### src/design/lpsc_pkg.sv
// Package for the local peak share counter: field widths, configuration
// register map, share mode codes and the saturating count helper.
// No dependencies.
`timescale 1ns / 1ps

package lpsc_pkg;

  localparam int SAMPLE_W        = 8;
  localparam int COUNT_W         = 32;
  localparam int MAX_WORKERS_DEF = 8;
  localparam int LENGTH_BITS_DEF = 32;
  localparam int CFG_IDX_W       = 2;
  localparam int CFG_DATA_W      = 32;

  // configuration register indexes
  localparam logic [CFG_IDX_W-1:0] REG_SHARE_MODE   = 2'd0;
  localparam logic [CFG_IDX_W-1:0] REG_WORKER_INDEX = 2'd1;
  localparam logic [CFG_IDX_W-1:0] REG_WORKER_COUNT = 2'd2;
  localparam logic [CFG_IDX_W-1:0] REG_ARRAY_LENGTH = 2'd3;

  // share mode codes
  localparam logic [1:0] MODE_BLOCK_LEFT  = 2'd0;
  localparam logic [1:0] MODE_BLOCK_RIGHT = 2'd1;
  localparam logic [1:0] MODE_CYCLIC      = 2'd2;
  localparam logic [1:0] MODE_REV_CYCLIC  = 2'd3;

  typedef struct packed {
    logic [1:0]  share_mode;
    logic [2:0]  worker_index;
    logic [3:0]  worker_count;
    logic [31:0] array_length;
  } cfg_t;

  function automatic logic [COUNT_W-1:0] sat_inc(input logic [COUNT_W-1:0] v,
                                                 input logic en);
    if (en && (v != '1)) begin
      return v + COUNT_W'(1);
    end
    return v;
  endfunction

endpackage

### src/design/lpsc_share_calc.sv
// Share bound unit: two small multiplies, then two bit-serial divisions by the
// worker count, giving the share low/high bounds. Depends on lpsc_pkg.
`timescale 1ns / 1ps

module lpsc_share_calc import lpsc_pkg::*; #(
  parameter int MAX_WORKERS = MAX_WORKERS_DEF,
  parameter int LENGTH_BITS = LENGTH_BITS_DEF
) (
  input  logic                                 clk_i,
  input  logic                                 rst_ni,
  input  logic                                 restart_i,
  input  logic [1:0]                           mode_i,
  input  logic [2:0]                           rank_i,
  input  logic [LENGTH_BITS-1:0]               len_i,
  input  logic [$clog2(MAX_WORKERS+1)-1:0]     workers_i,
  output logic [LENGTH_BITS-1:0]               low_o,
  output logic [LENGTH_BITS-1:0]               high_o,
  output logic                                 ready_o
);

  localparam int LB = LENGTH_BITS;
  localparam int WB = $clog2(MAX_WORKERS + 1);
  localparam int DW = LB + WB;
  localparam int CB = $clog2(DW);

  localparam logic [1:0] ST_LOAD  = 2'd0;
  localparam logic [1:0] ST_DIV_A = 2'd1;
  localparam logic [1:0] ST_DIV_B = 2'd2;
  localparam logic [1:0] ST_DONE  = 2'd3;

  logic [1:0]    state_q, state_d;
  logic [CB-1:0] cnt_q;
  logic [DW-1:0] dq_q, numb_q;
  logic [WB-1:0] rem_q, div_q, rem_a_q;
  logic [LB-1:0] len_q, quo_a_q, low_q, high_q;
  logic [2:0]    rank_q;
  logic [1:0]    mode_q;
  logic          empty_q, short_q;

  // load-time operands
  logic          empty, short_len;
  logic [WB-1:0] rank_w, k_a, k_b, q_rank;
  logic [DW-1:0] num_a, num_b;

  // divider step
  logic [WB:0]   trial;
  logic          ge;
  logic [WB-1:0] rem_nx;
  logic [DW-1:0] dq_nx;
  logic          last_step;

  // final bounds
  logic [LB-1:0] quo_b, low_d, high_d;

  always_comb begin
    empty     = 8'(rank_i) >= 8'(workers_i);
    short_len = (len_i - LB'(1)) < LB'(rank_i);
    rank_w    = WB'(rank_i);
    q_rank    = workers_i - WB'(1) - rank_w;
    k_a       = '0;
    k_b       = '0;
    case (mode_i)
      MODE_BLOCK_LEFT: begin
        k_a = rank_w;
        k_b = rank_w + WB'(1);
      end
      MODE_BLOCK_RIGHT: begin
        k_a = q_rank + WB'(1);
        k_b = q_rank;
      end
      default: begin
        k_a = '0;
        k_b = '0;
      end
    endcase
    num_b = DW'(k_b) * DW'(len_i);
    if (mode_i == MODE_REV_CYCLIC) begin
      num_a = DW'(len_i - LB'(1) - LB'(rank_i));
    end else begin
      num_a = DW'(k_a) * DW'(len_i);
    end
  end

  // restoring division, one quotient bit per cycle
  always_comb begin
    trial     = {rem_q, dq_q[DW-1]};
    ge        = trial >= {1'b0, div_q};
    rem_nx    = ge ? WB'(trial - {1'b0, div_q}) : WB'(trial);
    dq_nx     = {dq_q[DW-2:0], ge};
    last_step = cnt_q == CB'(DW - 1);
  end

  always_comb begin
    quo_b  = dq_nx[LB-1:0];
    low_d  = '0;
    high_d = '0;
    case (mode_q)
      MODE_BLOCK_LEFT: begin
        low_d  = quo_a_q;
        high_d = quo_b;
      end
      MODE_BLOCK_RIGHT: begin
        low_d  = len_q - quo_a_q;
        high_d = len_q - quo_b;
      end
      MODE_CYCLIC: begin
        low_d = LB'(rank_q);
      end
      default: begin
        low_d = short_q ? LB'(div_q) : LB'(rem_a_q);
      end
    endcase
    // rank not below worker count: a phase that never matches, empty block
    if (empty_q) begin
      low_d  = LB'(div_q);
      high_d = '0;
    end
  end

  always_comb begin
    state_d = state_q;
    case (state_q)
      ST_LOAD:  state_d = ST_DIV_A;
      ST_DIV_A: if (last_step) state_d = ST_DIV_B;
      ST_DIV_B: if (last_step) state_d = ST_DONE;
      ST_DONE:  state_d = ST_DONE;
      default:  state_d = ST_LOAD;
    endcase
    if (restart_i) state_d = ST_LOAD;
  end

  always_ff @(posedge clk_i or negedge rst_ni) begin
    if (!rst_ni) begin
      state_q <= ST_LOAD;
      cnt_q   <= '0;
    end else begin
      state_q <= state_d;
      if (state_q == ST_LOAD || last_step) begin
        cnt_q <= '0;
      end else begin
        cnt_q <= cnt_q + CB'(1);
      end
    end
  end

  always_ff @(posedge clk_i) begin
    case (state_q)
      ST_LOAD: begin
        dq_q    <= num_a;
        numb_q  <= num_b;
        rem_q   <= '0;
        div_q   <= workers_i;
        len_q   <= len_i;
        rank_q  <= rank_i;
        mode_q  <= mode_i;
        empty_q <= empty;
        short_q <= short_len;
      end
      ST_DIV_A: begin
        if (last_step) begin
          quo_a_q <= dq_nx[LB-1:0];
          rem_a_q <= rem_nx;
          dq_q    <= numb_q;
          rem_q   <= '0;
        end else begin
          dq_q  <= dq_nx;
          rem_q <= rem_nx;
        end
      end
      ST_DIV_B: begin
        dq_q  <= dq_nx;
        rem_q <= rem_nx;
        if (last_step) begin
          low_q  <= low_d;
          high_q <= high_d;
        end
      end
      default: begin
      end
    endcase
  end

  assign low_o   = low_q;
  assign high_o  = high_q;
  assign ready_o = state_q == ST_DONE;

endmodule

### config.mk
export PLATFORM = sky130hd
export DESIGN_NAME = lpsc_share_calc
export DESIGN_NICKNAME = d
export VERILOG_FILES = /design/src/design/lpsc_pkg.sv /design/src/design/lpsc_share_calc.sv
export SDC_FILE = /design/constraint.sdc
export NUM_CORES = 1
export LEC_CHECK = 0
export ABC_AREA = 0
export BUFFER_PORTS_ARGS = -buffer_cell sky130_fd_sc_hd__buf_2
export CORE_UTILIZATION = 64
export DETAILED_ROUTE_END_ITERATION = 10
export GPL_TIMING_DRIVEN = 1
export PLACE_DENSITY = 0.83
export SKIP_CTS_REPAIR_TIMING = 1
export SLEW_MARGIN = 10
export SYNTH_ARGS = -nofsm -noshare
export SYNTH_HDL_FRONTEND = slang
export SYNTH_SLANG_ARGS = --single-unit
export TNS_END_PERCENT = 20
### constraint.sdc
create_clock -name clk_i -period 4.6 [get_ports clk_i]
set_input_delay 0.46 -clock clk_i [delete_from_list [all_inputs] [get_ports clk_i]]
set_output_delay 0.46 -clock clk_i [all_outputs]
set_load 0.01 [all_outputs]
# Word level (Yosys, flattened, before mapping)
# Index checks and enable logic that the tools add are counted.
# classes
n_eq_ne	10
shift	0
n_div	0
reduce_logical	8
n_addsub	11
mux	17
bitwise_logic	0
magnitude_cmp	3
mul	2
# ops
cell	count
$pmux W36 S3	1
$pmux W32 S3	1
$mul A4 B32 Y36	2
$mux W36	2
$pmux W32 S2	1
$sub A32 B32 Y32	2
$sub A33 B4 Y34	1
$sub A32 B1 Y33 const B	1
$lt A32 B3 Y1	1
$sub A32 B1 Y32 const B	1
$mux W4	4
$pmux W4 S2	2
$pmux W4 S3	1
$eq A2 B2 Y1 const B	4
$pmux W2 S4	1
$add A6 B1 Y6 const B	1
$eq A2 B1 Y1 const B	3
$eq A6 B6 Y1 const B	1
$logic_not A2 Y1	3
$mux W2	3
$mux W6	1
$ne A3 B3 Y1 const B	2
$reduce_and A2 Y1	3
$ge A5 B4 Y1	1
8 further kinds	8
# word_totals
rom_bits	0
ram_bits	0
mem_count	0
inputBits	44
reg_bits	227
output_inout_bits	65
latchBits	0
word_cells	67

# Depth between registers and ports, before layout
# depth
word_depth	7
ltp_mapped	25
ltp_nobuf	23

# Worst setup path after synthesis
# OpenSTA, ideal clock, no wires.
# synth_path
path_kind	in2reg
from	input port rank_i[0]
to	register dq_q[34], data pin
slack_ns	-1.321
setup_ns	0.274
path_buffers	1
path_stages	24
t_required_ns	4.326
t_arrival_ns	5.648
cell_sequence	inv_1 ha_1 inv_1 fa_1 inv_1 ha_1 xor2_1 a211oi_1 clkbuf_1 nand2_1 fa_1 inv_1 fa_1 inv_1 fa_1 nand2b_1 a21oi_1 o211ai_1 a31oi_1 a32oi_1 a31oi_1 mux2i_1 o31ai_1 a31oi_1
# synth_between
elab_chain_cells	6
elab_cells_between_ends	7
cone_classes	add/sub (3); mul (1); mux (3)
# synth_rtl
item	line_no	text
start, declared	lpsc_share_calc.sv:13	input logic [2:0] rank_i,
$sub A4 B3 Y4	lpsc_share_calc.sv:59	q_rank = workers_i - WB'(1) - rank_w;
$add A4 B1 Y4	lpsc_share_calc.sv:68	k_a = q_rank + WB'(1);
$pmux W4 S2	lpsc_share_calc.sv:62	case (mode_i)
$mul A4 B32 Y36	lpsc_share_calc.sv:80	num_a = DW'(k_a) * DW'(len_i);
$mux W36 *	lpsc_share_calc.sv:77	if (mode_i == MODE_REV_CYCLIC) begin
$pmux W36 S3 *	lpsc_share_calc.sv:147	case (state_q)
end signal, assigned	lpsc_share_calc.sv:149	dq_q <= num_a;
end signal, assigned	lpsc_share_calc.sv:163	dq_q <= numb_q;
end signal, assigned	lpsc_share_calc.sv:166	dq_q <= dq_nx;
end, declared	lpsc_share_calc.sv:33	logic [DW-1:0] dq_q, numb_q;
# Every way passes the cells marked *; elsewhere a longest branch is shown, timed or not.
# A chain may end at the register's enable or synchronous reset.

# Final worst setup path
# layout_path
from	input port rank_i[0]
to	register dq_q[33], data pin
# Same word-level chain as after synthesis.

==> results.toml <==
[timing]
report.final.slew_viol_count = 0
worst-slew-pin-transition_ns = 1.06
unrepaired_setup_endpoints_after_global_routing = "true"
worst_slack_ns = -0.678
finalHoldViolations = 0
post-route-min-period_ns = 5.28
fin_skew_ns = 0.0351
setup_tns_final_ns = -16.72
max-slew-margin-rel_pct = 29.3
timing.final.crit_share_pct = 115
max_freq_mhz = 189
setup_viol_count_final = 45

[yosys]
synth_async_sr_flop_share_pct = 3.52
synth_cell_types = 84
post_synth_instance_area_sq_um = 22500
synth_top_area_cells = "edfxtp_1 (29%), fa_1 (11%), ha_1 (9.1%)"
synth.most_common_cell = "inv_1"
synth_seq_area_share_pct = 30.1
post_synth_net_total = 2811
synth.ff_latch_count = 227
number_of_warning_messages_in_the_yosys_log = 0
synth_largest_type_area_fraction_pct = 29.2
cells_after_synthesis = 2478
synthFlopType = "edfxtp_1"
mean_area_per_synthesized_cell_sq_um = 9.10
synth_enable_flop_cells = 219
synth_common_cells = "inv_1 (325), edfxtp_1 (219), and2_1 (175), nand2_1 (175), ha_1 (164)"
synth_area_leader_cell = "edfxtp_1"

[detailed_routing]
drc_violations_left = 0
detail_route.iter0.violations = 2507
via_count = 20700
detail_route.first_pass.iterations = 7
number_of_vias_per_cell_after_detailed_routing = 6.32
ant_nets = 0
detail_route.wl_per_cell_microns = 21.4
routed_wirelength_microns = 69900

[run]
drv.max_cap_violation_count = 0

[global_route]
antenna_found_initial = 3
grt_overflow = 0
grt_use_met1_pct = 52.2
number_of_global_route_vias_before_repair = 20200
grt_util_met2_pct = 59.8
grt-busiest-layer = "met2"
grt_first_pass_wirelength_microns = 106000
global_route.usage.met3_pct = 6.18
grt_util_all_layers_pct = 37.8
grt_start_max_net_pins = 72

[cts]
number_of_cts_inserted_buffers = 27
cts.htree.levels = 1
clock_insertion_delay_worst_skew_ns = 0.58
clkSlewWorstSetupHoldPaths_ns = 0.06
total_number_of_clock_tree_sinks = 227
max-clock-path-buffers = 3
clockRootBuffer = "clkbuf_16"
tritoncts = "done"

[floorplanning]
start_util_pct = 65.1
placeableCoreArea_sq_um = 34600
die-height_microns = 190
die_area_sq_um = 36000
floorplan.rows = 68
die_width_microns = 190
num_io_pins = 109

[cells_and_area]
combined_area_of_the_multi_input_logic_cells_sq_um = 15100
fill_cells = 2255
regArea_sq_um = 6780
final_layout_size_suffix_gt1_share_pct = 22.6
design.final.nets = 3128
flow.area_growth_from_synthesis_pct = 22.0

[setup_path]
timing.critical_path.arrival_ns = 5.55
startpoint_type = "input pin"
crit_path_max_fanout = 19
timing.critical_path.to_type = "flip-flop"
critical_path_s_most_frequent_cell = "inv_2"
cp_slowest_stage_delay_ns = 0.55
critical_path_class = "in2reg"
timing.critical_path.slowest_stage_cell = "fa_2"
reg2reg_start = "dq_q[35]"
critPathLaunch = "rank_i[0]"
cp_data_required_time_ns = 4.88

[run_status]
failed_checks = "setup timing"
run_status = "finished with violations"

[placement]
port_buffers = 108
post-dp-hpwl_microns = 51700
post-place-ws_ns = -1.20
routabilityCongestion = 1.01

[pwr]
cellLeakagePower_uw = 0.0123
vdd_ir_drop_max_mv = 0.449
power-per-cell-area_nw_per_um2 = 422

[min_path]
holdCritStartpoint = "restart_i"
worstHoldPathType = "in2reg"
==> placed cells by master, fill, tap and decap left out, types with 27 or more instances in the layout <==
master	instances
fa_1	122
a21oi_1	99
nand3_1	50
xnor2_1	91
a21o_1	72
and2_1	154
buf_2	106
nor2_1	148
xor2_1	48
edfxtp_1	219
inv_1	308
o21a_1	27
clkbuf_16	31
ha_4	31
buf_4	269
nor3_1	65
nand2_1	173
o21ai_0	76
ha_1	130
mux2i_1	36
==> where the power goes <==
group / total (uW) / switching [uW] / internal, uW
clock network: 2310 / 926 / 1390
registers: 3430 / 486 / 2940
logic: 5870 / 3380 / 2480
total: 11600 / 4790 / 6810
==> worst paths after layout <==
kind                                    to  slack, ns  cells past startpoint
max in group asynchronous       state_q[1]       4.17                      2
worst min-delay path            state_q[0]       0.06                      2
worst max-delay path              dq_q[33]      -0.68                     25
worst min register to register    cnt_q[0]       0.46                      1
worst max register to register  high_o[20]       0.23                     19
min in group asynchronous         cnt_q[5]       0.26                      2
==> logic make-up (layout without fill, tap and decap cells) <==
logic type / after synthesis / in the layout / synth area share (%)
AND/OR/NAND/NOR: 786 / 786 / 18.1
AO/OA/AOI/OAI: 552 / 552 / 16.5
buffers and inverters: 434 / 771 / 7.28
adder cells (fa/ha/maj): 289 / 289 / 20.2
flip-flops: 227 / 227 / 30.1
XOR/XNOR: 143 / 143 / 5.56
multiplexers: 47 / 47 / 2.29
other: 0 / 3 / 0
==> routing by layer <==
| layer | vias up | wire (microns) |
|---|---|---|
| met5 | - | 0 |
| met1 | 9915 | 27800 |
| li1 | 9302 | - |
| met3 | 236 | 7490 |
| met4 | 0 | 2800 |
| met2 | 1228 | 31800 |
==> critical path: cells and delay by family <==
kind	cells	cell delay [ns]
and+or+nand+nor	2	0.24
AOI/OAI and AO/OA	8	1.69
buffers and inverters	7	0.62
xor gates and xnor gates	2	0.36
adders and majority gates	6	2.17
==> per-stage QoR <==
stage	utilization [%]	cells	hold slack, ns	total power, uW	area, sq um
after global routing	79.4	3273	0.0495	12200	27500
after detailed placement	74.5	3200	0.312	8840	25800
after CTS	77.2	3249	-0.297	11200	26700
after global placement	74.5	3200	0.302	8630	25800
final	79.4	3273	0.0557	11600	27500
after floorplan	-	2478	0.164	6980	23100
==> cell type report <==
class / instances / share of cell area (%)
inverters: 326 / 4.50
repair buffers: 396 / 10.3
flip-flops and latches: 227 / 24.6
clock inverters: 14 / 0.469
well taps: 455 / 2.07
multi-input cells: 1817 / 55.0
clock buffers: 35 / 3.02
diodes: 3 / 0.0273
==> state kept, by name, indices dropped and copies added (netlist names) <==
name and flops:
cnt_q 6, div_q 4, dq_q 36, empty_q 1
high_o 32, len_q 32, low_o 32, mode_q 2
numb_q 36, quo_a_q 32, rank_q 3, rem_a_q 4
rem_q 4, short_q 1, state_q 2
Note: power is estimated with default switching activity, not from simulation.
